### src/c8_pkg.sv
`timescale 1ns / 1ps
`default_nettype none
package c8_pkg;

	localparam int unsigned MEM_BYTES         = 4096;
	localparam int unsigned AW                = 12;
	localparam int unsigned PROGRAM_START_DEF = 512;
	localparam int unsigned STACK_DEPTH_DEF   = 16;
	localparam int unsigned REG_COUNT         = 16;
	localparam int unsigned FRAME_BYTES       = 256;
	localparam int unsigned FONT_BYTES        = 80;

	localparam logic [7:0] FONT [FONT_BYTES] = '{
		8'hF0, 8'h90, 8'h90, 8'h90, 8'hF0, 8'h20, 8'h60, 8'h20, 8'h20, 8'h70,
		8'hF0, 8'h10, 8'hF0, 8'h80, 8'hF0, 8'hF0, 8'h10, 8'hF0, 8'h10, 8'hF0,
		8'h90, 8'h90, 8'hF0, 8'h10, 8'h10, 8'hF0, 8'h80, 8'hF0, 8'h10, 8'hF0,
		8'hF0, 8'h80, 8'hF0, 8'h90, 8'hF0, 8'hF0, 8'h10, 8'h20, 8'h40, 8'h40,
		8'hF0, 8'h90, 8'hF0, 8'h90, 8'hF0, 8'hF0, 8'h90, 8'hF0, 8'h10, 8'hF0,
		8'hF0, 8'h90, 8'hF0, 8'h90, 8'h90, 8'hE0, 8'h90, 8'hE0, 8'h90, 8'hE0,
		8'hF0, 8'h80, 8'h80, 8'h80, 8'hF0, 8'hE0, 8'h90, 8'h90, 8'h90, 8'hE0,
		8'hF0, 8'h80, 8'hF0, 8'h80, 8'hF0, 8'hF0, 8'h80, 8'hF0, 8'h80, 8'h80
	};

	typedef enum logic [1:0] {
		FN_EXEC = 2'd0,
		FN_TICK = 2'd1,
		FN_MWR  = 2'd2,
		FN_FRD  = 2'd3
	} func_t;

	localparam logic [3:0] OP_SYS    = 4'h0;
	localparam logic [3:0] OP_JP     = 4'h1;
	localparam logic [3:0] OP_CALL   = 4'h2;
	localparam logic [3:0] OP_SE_I   = 4'h3;
	localparam logic [3:0] OP_SNE_I  = 4'h4;
	localparam logic [3:0] OP_SE_R   = 4'h5;
	localparam logic [3:0] OP_LD_I   = 4'h6;
	localparam logic [3:0] OP_ADD_I  = 4'h7;
	localparam logic [3:0] OP_ALU    = 4'h8;
	localparam logic [3:0] OP_SNE_R  = 4'h9;
	localparam logic [3:0] OP_LD_IDX = 4'hA;
	localparam logic [3:0] OP_JP_V0  = 4'hB;
	localparam logic [3:0] OP_RND    = 4'hC;
	localparam logic [3:0] OP_DRW    = 4'hD;
	localparam logic [3:0] OP_KEY    = 4'hE;
	localparam logic [3:0] OP_MISC   = 4'hF;

	localparam logic [15:0] INS_CLS = 16'h00E0;
	localparam logic [15:0] INS_RET = 16'h00EE;

	localparam logic [3:0] A_MOV  = 4'h0;
	localparam logic [3:0] A_OR   = 4'h1;
	localparam logic [3:0] A_AND  = 4'h2;
	localparam logic [3:0] A_XOR  = 4'h3;
	localparam logic [3:0] A_ADD  = 4'h4;
	localparam logic [3:0] A_SUB  = 4'h5;
	localparam logic [3:0] A_SHR  = 4'h6;
	localparam logic [3:0] A_SUBN = 4'h7;
	localparam logic [3:0] A_SHL  = 4'hE;

	localparam logic [7:0] K_SKP  = 8'h9E;
	localparam logic [7:0] K_SKNP = 8'hA1;

	localparam logic [7:0] F_GDT  = 8'h07;
	localparam logic [7:0] F_WKEY = 8'h0A;
	localparam logic [7:0] F_SDT  = 8'h15;
	localparam logic [7:0] F_SST  = 8'h18;
	localparam logic [7:0] F_ADDI = 8'h1E;
	localparam logic [7:0] F_FONT = 8'h29;
	localparam logic [7:0] F_BCD  = 8'h33;
	localparam logic [7:0] F_STR  = 8'h55;
	localparam logic [7:0] F_LDR  = 8'h65;

	typedef enum logic [2:0] {
		ALU_ADD,
		ALU_SUB,
		ALU_OR,
		ALU_AND,
		ALU_XOR,
		ALU_SHR,
		ALU_SHL,
		ALU_PASS
	} alu_op_t;

	typedef struct packed {
		logic [15:0] y;
		logic        flag;
	} alu_res_t;

	typedef enum logic [4:0] {
		S_INIT, S_IDLE, S_MISC, S_FRD,
		S_F0, S_F1, S_F2, S_F3, S_EX,
		S_BCD, S_ST, S_LD0, S_LD1,
		S_D0, S_D1, S_D2, S_D3, S_D4,
		S_DONE
	} st_t;

endpackage
`default_nettype wire

### src/c8_alu.sv
`timescale 1ns / 1ps
`default_nettype none
module c8_alu (
	input  c8_pkg::alu_op_t  op,
	input  logic [15:0]      a,
	input  logic [15:0]      b,
	output c8_pkg::alu_res_t res
);
	always_comb begin
		res.y    = 16'd0;
		res.flag = 1'b0;
		case (op)
			c8_pkg::ALU_ADD: begin
				res.y    = a + b;
				res.flag = res.y[8];
			end
			c8_pkg::ALU_SUB: begin
				res.y    = a - b;
				res.flag = (a[7:0] >= b[7:0]);
			end
			c8_pkg::ALU_OR:  res.y = a | b;
			c8_pkg::ALU_AND: res.y = a & b;
			c8_pkg::ALU_XOR: res.y = a ^ b;
			c8_pkg::ALU_SHR: begin
				res.y    = {1'b0, a[15:1]};
				res.flag = a[0];
			end
			c8_pkg::ALU_SHL: begin
				res.y    = {a[14:0], 1'b0};
				res.flag = a[7];
			end
			c8_pkg::ALU_PASS: res.y = b;
			default: res.y = 16'd0;
		endcase
	end
endmodule
`default_nettype wire

### config.mk
export PLATFORM = sky130hd
export DESIGN_NAME = c8_alu
export DESIGN_NICKNAME = d
export VERILOG_FILES = /design/src/c8_pkg.sv /design/src/c8_alu.sv
export SDC_FILE = /design/constraint.sdc
export NUM_CORES = 1
export LEC_CHECK = 0
export BUFFER_PORTS_ARGS = -buffer_cell sky130_fd_sc_hd__buf_2
export CAP_MARGIN = 25
export CORE_ASPECT_RATIO = 0.7
export CORE_MARGIN = 1
export CORE_UTILIZATION = 35
export DETAILED_ROUTE_END_ITERATION = 7
export PLACE_DENSITY_LB_ADDON = 0.2
export SYNTH_ARGS = -nofsm -noshare
export SYNTH_HDL_FRONTEND = slang
export SYNTH_SLANG_ARGS = --single-unit
### constraint.sdc
create_clock -name vclk -period 1.9
set_input_delay 0.095 -clock vclk [all_inputs]
set_output_delay 0.095 -clock vclk [all_outputs]
set_load 0.01 [all_outputs]
* After elaboration in Yosys (flattened, before gate mapping)
Cells that the tools add are included.
** Storage, ports and cells
- Flip-flop bits (word level) :: 0
- Input bits :: 35
- Output and inout port bits :: 17
- Logic and storage cells :: 16
** Operators by class
- Add/sub/neg operators :: 2
- $lt $le $gt $ge :: 1
- Equality and inequality tests :: 7
- Mux-type cells :: 2
- Bitwise operators :: 3
- Reductions and logical operators :: 1
** Operators by type and width (count)
- one-hot mux 16 bit (8 select lines) :: 1
- adder 16 bit :: 1
- bitwise AND 16 bit :: 1
- bitwise OR 16 bit :: 1
- subtractor 16 bit :: 1
- XOR 16 bit :: 1
- equality test 3 bit, second input constant :: 4
- greater-or-equal comparator 8 bit :: 1
- equality test 3 x 2 -> 1 bit, second input constant :: 2
- one-hot mux 1 bit (4 select lines) :: 1
- equality test 3 x 1 -> 1 bit, second input constant :: 1
- logical NOT 3 bit :: 1

* Depth between registers and ports, before layout
Gate-level depths: netlist (run 1).
- Depth after elaboration :: 2
- Mapped depth :: 11
- Depth with buffers taken out :: 11

* Least setup slack after synthesis (run 1)
OpenSTA, ideal clock, no wires.
- Path type :: input-to-output
- Start :: input a[3]
- End :: output res[10] in the netlist's numbering
- Arrival time :: 1986 ps
- Data required time :: 1805 ps
- Setup slack :: -181 ps
- Cell stages on the path :: 10
- Buffers on the path :: 1
- Cell sequence :: inv_1 ha_1 buf_2 a21o_1 a221oi_2 o21ai_1 a2111oi_2 nor3_1 xnor2_1 o21ai_1
** RTL lines
- start, declared :: RTL line c8_alu.sv:5 : input logic [15:0] a,
- end, declared :: RTL line c8_alu.sv:7 : output c8_pkg::alu_res_t res

==> results.cfg, run 1 <==
[detailed_routing]
post_drt_wl_per_cell_um = 17.78
vias = 3768
final_antenna_net_count = 0
vias_per_cell = 5.700
wl_um = 11750
dr.pass1.iters = 5
drtIter0Drc = 260
remaining_drc_errors = 0

[finish]
diodes = 0
layoutNonFillerInstCount = 661
final_common_cell = buf_4
final_cell_mix = 124 x buf_4, 39 x nor2_1, 39 x buf_2
clkbuf_count = 0
drive_gt1_share_pct = 49.56
multi_input_area_sq_um = 2912
nFlopsAndLatches = 0
final_cell_area_sq_um = 4638
syn_to_final_growth_pct = 65.49
nets = 649
n_fill_cell = 683
seq_area_sq_um = 0
fin_util_pct = 61.72

[timing]
fin_crit_sh_pct = 117.7
finalSetupViolations = 13
rsz0062_at_grt = true
worst_slew_pin_slew_ns = 0.4870
fmax_mhz = 447.3
slew_violations = 0
layout_setup_ws_ns = -0.3358
slew_headroom_pct = 66.70
hold_viol = 0
post-route-min-period_ns = 2.236

[place]
pre_cts_ws_ns = -0.4775
io_buffers = 52
hpwl_um = 8828
postPlaceCellArea_sq_um = 3994
place_congestion = 0.9096
dp_cells = 645

[synth]
syn-cell-area_sq_um = 2803
yosys.area.top_type = ha_1
yosysSeqAreaShare_pct = 0
syn_inst = 404
ys_warn_count = 0
synth.top_cell.area_share_pct = 20.98
avgSynthCellArea_sq_um = 6.937
yosys-top-cells-area = ha_1 21%, a21oi_1 7.0%, inv_1 6.7%, nor2_1 5.5%, o21ai_0 4.5%
synth.distinct_cells = 68
synth_nets = 488

[setup_path]
crit_arrival_ns = 2.14
endpoint_kind = primary output
critical_path.max_stage_delay_ns = 0.36
critPathLaunchType = input pin
required_ns = 1.80
critical_path_class = in2out
cp_max_fo = 3
cp_cell_sequence = buf_8, clkinvlp_4, buf_6, fa_2, nor2b_4, o31ai_4, a21o_1, a311o_1, o211ai_1, xnor2_1, o221ai_2, buf_2
cp_slowest_cell = fa_2

[grt]
grt_pass1_vias = 3573
grt_pass1_wl_um = 18430
track_usage_pct = 27.51
grt_remaining_overflow = 0
antenna_found_initial = 0
grt_max_degree = 21

[power_and_ir_drop]
leakagePower_nw = 2.171
p_clk_share_pct = 0
peakVddDrop_mv = 0.1332
p_int_mw = 0.7274
powerDensity_nw_per_um2 = 320.9
combPwrFrac_pct = 100.0
switching_share_pct = 51.13
seq_power_share_pct = 0
p_switching_mw = 0.7611

[run]
maxCapViolations = 0

[status]
status = finished, violations left
violations = negative setup slack

[die]
io_pins = 52
core_area_sq_um = 7515
start_util_pct = 37.30
dieArea_sq_um = 8375
die_y_um = 76.87
die_x_um = 109.0
rows = 26

[clock_network]
cts_hold_buf = 0

[worst_hold_path]
hold_class = in2out
worst max-delay path: cells and delay by family:
kind	cells	cell delay, ns
compound gates	5	0.86
xor+xnor	1	0.17
fa+ha+maj	1	0.36
simple gates	1	0.16
buf+inv	4	0.50
worst paths after layout:
path   from       to  slack (ns)  cells past startpoint
min   op[1]   res[1]        0.76                      4
max    b[1]  res[13]       -0.34                     12
cell families (layout without fill, tap and decap cells):
family | Yosys count | in the layout | synth area share [%]
buffers and inverters | 76 | 235 | 13.17
AOI/OAI and AO/OA | 146 | 146 | 35.27
and+or+nand+nor | 105 | 105 | 17.32
muxes | 18 | 18 | 8.706
adders and majority gates | 49 | 49 | 22.41
xor gates and xnor gates | 10 | 10 | 3.125
Yosys cell counts, types with 5 or more instances:
cell type / number
inv_1: 50
ha_1: 47
nor2_1: 41
a21oi_1: 39
nand2_1: 27
o21ai_0: 25
mux2i_1: 12
clkbuf_1: 10
nor3_1: 10
xnor2_1: 9
nand3_1: 7
a31oi_1: 6
buf_2: 6
o22ai_1: 6
a211oi_1: 5
a221oi_1: 5
a22oi_1: 5
mux4_2: 5
o211ai_1: 5
o21a_1: 5
o21ai_1: 5
what timing repair did:
item,in CTS,in global routing
endpoints found under the hold margin,0,0
pin swaps,53,19
gates resized for setup,97,28
setup endpoints to repair,14,14
setup buffers,13,6
final cells by class:
| cell class | count | share of cell area (%) |
|---|---|---|
| Multi-Input combinational cell | 328 | 62.77 |
| Timing Repair Buffer | 183 | 29.54 |
| Tap cell | 98 | 2.644 |
| Inverter | 52 | 5.045 |
per-layer routing:
metal	global-route usage (%)	vias up	wire [um]
met5	0	-	0
met4	5.000	0	253
met3	1.616	26	978
met2	41.82	190	4974
met1	42.00	1764	5544
li1	-	1788	-
power groups by stage:
stage / registers [mW] / logic [mW] / clock network (mW)
final: 0 / 1.49 / 0
after global routing: 0 / 1.59 / 0
after CTS: 0 / 1.39 / 0
after detailed placement: 0 / 1.20 / 0
after global placement: 0 / 1.19 / 0
after floorplan: 0 / 0.717 / 0
through the flow:
| stage | power [mW] | setup TNS (ns) | hold slack [ns] |
|---|---|---|---|
| 3_3_place_gp | 1.187 | -3.939 | 0.7407 |
| 6_report | 1.489 | -2.810 | 0.7616 |
| 2_1_floorplan | 0.7168 | -0.02946 | 0.4250 |
| 3_5_place_dp | 1.204 | -4.579 | 0.7342 |
| 5_1_grt | 1.593 | -3.779 | 0.8049 |
| 4_1_cts | 1.392 | -2.210 | 0.7399 |
No activity file was read; power rests on OpenSTA's default activity.
==> inputs of run 2 (changes only) <==
- CELL_PAD_IN_SITES_DETAIL_PLACEMENT: default -> 2
- CELL_PAD_IN_SITES_GLOBAL_PLACEMENT: default -> 2
- CORE_UTILIZATION: 35 -> 30
==> run 2 against run 1 <==
Compared with the run above:
- the run still ends with negative setup slack left
- global-route usage is 13 points higher
- setup slack worse by 0.38 ns
- critical path depth down 2
- critical path type unchanged
- critical endpoint unchanged
- highest routed layer unchanged
==> results.cfg, run 2 (synthesized netlist as in run 1, its figures left out) <==
[grt]
grt_pass1_wl_um = 30020
antenna_found_initial = 0
grt_remaining_overflow = 0
grt_max_degree = 29
track_usage_pct = 40.29
grt_pass1_vias = 4885

[setup_path]
critical_path_class = in2out
crit_arrival_ns = 2.52
cp_max_fo = 4
critPathLaunchType = input pin
endpoint_kind = primary output
required_ns = 1.80

[die]
start_util_pct = 30.90
core_area_sq_um = 9071
die_x_um = 117.5
rows = 29
io_pins = 52
die_y_um = 82.87
dieArea_sq_um = 9739

[timing]
post-route-min-period_ns = 2.617
fmax_mhz = 382.1
rsz0062_at_grt = true
slew_headroom_pct = 46.50
slew_violations = 0
finalSetupViolations = 16
layout_setup_ws_ns = -0.7172
whs_ns = 0.8393
worst_slew_pin_slew_ns = 0.7823
fin_crit_sh_pct = 137.7
hold_viol = 0

[finish]
seq_area_sq_um = 0
clkbuf_count = 0
drive_gt1_share_pct = 54.91
syn_to_final_growth_pct = 74.82
diodes = 0
nFlopsAndLatches = 0
nets = 656
final_cell_area_sq_um = 4900
final_cell_mix = 129 x buf_4, 42 x buf_2, 34 x nor2_1
final_common_cell = buf_4

[detailed_routing]
drtIter0Drc = 395
vias_per_cell = 6.419
dr.pass1.iters = 4
post_drt_wl_per_cell_um = 32.75
final_antenna_net_count = 0
vias = 4455
wl_um = 22730
remaining_drc_errors = 0

[place]
postPlaceCellArea_sq_um = 4109
io_buffers = 52
place_congestion = 0.8843
hpwl_um = 12330

[run]
maxCapViolations = 0

[power_and_ir_drop]
leakagePower_nw = 2.263
powerDensity_nw_per_um2 = 377.8
finalPower_mw = 1.851
peakVddDrop_mv = 0.1819

[worst_hold_path]
hold_class = in2out

[status]
status = finished, violations left
violations = negative setup slack
[run 2: cell types whose count changed in the layout (fill, tap and decap cells not counted), sizes merged]
cell  previous run  this run
buf            183       190
[run 2: final timing paths]
kind	from	to	slack (ns)	depth (start not counted)
worst max-delay path	a[8]	res[13]	-0.72	10
worst min-delay path	a[1]	res[1]	0.84	5
[run 2: final cells by class]
type	instances	area [sq um]
fill	978	4172
multi-input combinational	328	3060
inverter	52	229.0
timing repair buffer	190	1455
tap	124	155.1
[run 2: critical path, cell delays in order]
cell and delay (ns):
buf_2 0.11, buf_4 0.16, ha_1 0.27, buf_4 0.20
a21oi_1 0.56, a311o_1 0.32, o211ai_1 0.13, xnor2_1 0.30
o221ai_2 0.19, buf_2 0.18
[run 2: metrics by stage]
step,util (%),worst slack (ns),instances,setup TNS (ns)
floorplan,-,-0.02946,404,-0.02946
global placement,45.30,-0.5043,677,-4.698
detailed placement,45.30,-0.6058,677,-5.929
CTS,51.03,-0.3483,685,-2.950
global route,54.01,-0.7344,694,-7.042
finish,54.01,-0.7172,694,-6.301
[run 2: repair_timing]
| item | CTS | global route |
|---|---|---|
| gates resized for setup | 103 | 41 |
| pin swaps | 54 | 27 |
| buffers inserted | 12 | 9 |
| hold buffers | 0 | 0 |
| setup endpoints to repair | 15 | 16 |
| endpoints found under the hold margin | 0 | 0 |
[run 2: power by group]
| part | switching (mW) | internal [mW] | total (mW) |
|---|---|---|---|
| Combinational | 1.06 | 0.796 | 1.85 |
| Sequential | 0 | 0 | 0 |
| Clock | 0 | 0 | 0 |
[run 2: metal layers]
layer | global-route usage (%) | vias to the layer above | share of wire [%]
met5 | 0 | - | 0
met4 | 18.65 | 0 | 7.0
met3 | 7.349 | 134 | 7.4
met2 | 72.46 | 292 | 46
met1 | 46.31 | 2236 | 39
li1 | - | 1793 | -
==> inputs of run 3 (changes only) <==
- ABC_AREA: default -> 1
- CORE_UTILIZATION: 30 -> 27
==> run 3 against run 2 <==
Compared with the run above:
- the flow now finishes without violations
- area after synthesis is 6.0% higher
- die area rose by 17%
- critical path type unchanged
- largest power group unchanged
- via count shrank 5.4%
- sequential share of layout area did not move
==> results.cfg, run 3 <==
[synth]
yosys.area.top_type = nand2_1
synth_compound_area_share_pct = 17.35
synthMuxAreaShare_pct = 0
avgSynthCellArea_sq_um = 5.393
yosysSeqAreaShare_pct = 0
synth-simple-area-share_pct = 41.09
yosysMostFrequentCell = nand2_1
synth_adder_area_share_pct = 21.14
yosys-top-cells-area = nand2_1 20%, ha_1 20%, inv_1 14%, nand3_1 9.8%, o22ai_1 6.3%
syn-cell-area_sq_um = 2972
ys_warn_count = 0
synth.top_cell.area_share_pct = 20.08
synth.distinct_cells = 37
synth_commonest_cells = 159 x nand2_1, 112 x inv_1, 58 x nand3_1
synth_nets = 635
synth_xor_area_share_pct = 1.179
syn_inst = 551
synth_top_family_by_area = simple AND/OR/NAND/NOR gates

[status]
status = completed

[detailed_routing]
drtIter0Drc = 157
wl_um = 16670
final_antenna_net_count = 0
post_drt_wl_per_cell_um = 20.35
dr.pass1.iters = 4
remaining_drc_errors = 0
vias = 4215
vias_per_cell = 5.147

[grt]
antenna_found_initial = 0
track_usage_pct = 26.26
grt_max_degree = 17
grt_pass1_vias = 4475
grt_pass1_wl_um = 23740
grt_remaining_overflow = 0

[worst_hold_path]
worstHoldPathCells = 4
hold_class = in2out
min_to = res[2]
min_from = a[0]

[finish]
clkbuf_count = 0
final_common_cell = nand2_1
final_cell_mix = 150 x nand2_1, 107 x inv_1, 87 x buf_4
final_cell_area_sq_um = 4259
multi_input_area_sq_um = 2700
syn_to_final_growth_pct = 43.33
n_fill_cell = 1330
drive_gt1_share_pct = 31.30
seq_area_sq_um = 0
diodes = 0
nFlopsAndLatches = 0
fin_util_pct = 40.52
nets = 757

[timing]
fmax_mhz = 541.9
finalSetupViolations = 0
fin_crit_sh_pct = 97.13
hold_viol = 0
rsz0062_at_grt = true
tns_ns = 0
slew_violations = 0
post-route-min-period_ns = 1.845
worst_slew_pin_slew_ns = 0.5234
whs_ns = 0.6238
slew_headroom_pct = 64.98

[setup_path]
cp_common_cell = nand3_1
required_ns = 1.80
critPathLaunchType = input pin
critical_path_class = in2out
cp_slowest_cell = ha_4
cp_max_fo = 6
endpoint_kind = primary output
cp_cell_sequence = buf_2, inv_1, ha_4, buf_4, nor2_2, nand2_2, nand3_2, buf_4, nand3_1, nand3_1, nand2_1, nand3_1, nand3_1, buf_2
critical_path.max_stage_delay_ns = 0.24
crit_arrival_ns = 1.75

[power_and_ir_drop]
peakVddDrop_mv = 0.09513
finalPower_mw = 1.347
powerDensity_nw_per_um2 = 316.2
leakagePower_nw = 2.403

[die]
start_util_pct = 28.27
rows = 31
dieArea_sq_um = 11440
core_area_sq_um = 10510
die_y_um = 89.78
io_pins = 52
die_x_um = 127.4

[place]
io_buffers = 52
hpwl_um = 13010
place_congestion = 0.8683
postPlaceCellArea_sq_um = 3931

[run]
maxCapViolations = 0
run 3: how the worst max path moves through the flow:
stage	startpoint	endpoint	slack, ns	depth (start not counted)
final	a[2]	res[13]	0.05	14
after global routing	b[0]	res[5]	-0.07	12
after CTS	a[2]	res[13]	0.009	14
after detailed placement	a[6]	res[16]	-0.09	13
after global placement	a[6]	res[16]	-0.05	13
after floorplan	a[0]	res[0]	0.40	12
run 3: timing repair:
| item | in CTS | in global routing |
|---|---|---|
| setup buffers | 0 | 2 |
| setup endpoints to repair | 9 | 13 |
| pin swaps | 0 | 8 |
| hold buffers | 0 | 0 |
| gates cloned | 0 | 0 |
| gates resized for setup | 15 | 61 |
run 3: power by group:
group          internal, mW  switching [mW]  leakage [nW]
Clock                     0               0             0
Combinational         0.537           0.809          2.40
Sequential                0               0             0
run 3: metal layers:
| layer | up-vias | global-route usage, % | routed length (um) | part of all wire (%) |
|---|---|---|---|---|
| met2 | 105 | 44.26 | 7703 | 46 |
| met3 | 10 | 0.1190 | 789 | 4.7 |
| met1 | 2088 | 39.17 | 8083 | 48 |
| met4 | 0 | 0.6944 | 90 | 0.54 |
| li1 | 2012 | - | - | - |
| met5 | - | 0 | 0 | 0 |
run 3: worst max-delay path, delay by kind of cell:
| family | cells | cell delay [ns] |
|---|---|---|
| buffers and inverters | 5 | 0.66 |
| adder cells (fa/ha/maj) | 1 | 0.24 |
| AND/OR/NAND/NOR | 8 | 0.73 |
run 3: area by class of cell:
type / instances / area share, %
multi-input cells: 416 / 63.40
repair buffers: 139 / 21.86
inverters: 116 / 10.40
well taps: 148 / 4.348
run 3: cell families after synthesis:
logic type / Yosys count
buf+inv: 135
simple gates: 280
xor+xnor: 4
compound gates: 83
fa+ha+maj: 49
run 3: metrics by stage:
step                setup WS, ns  cells
floorplan                 0.3980    551
global route            -0.06521    819
finish                   0.05460    819
detailed placement      -0.08860    817
global placement        -0.04605    817
CTS                     0.009475    817
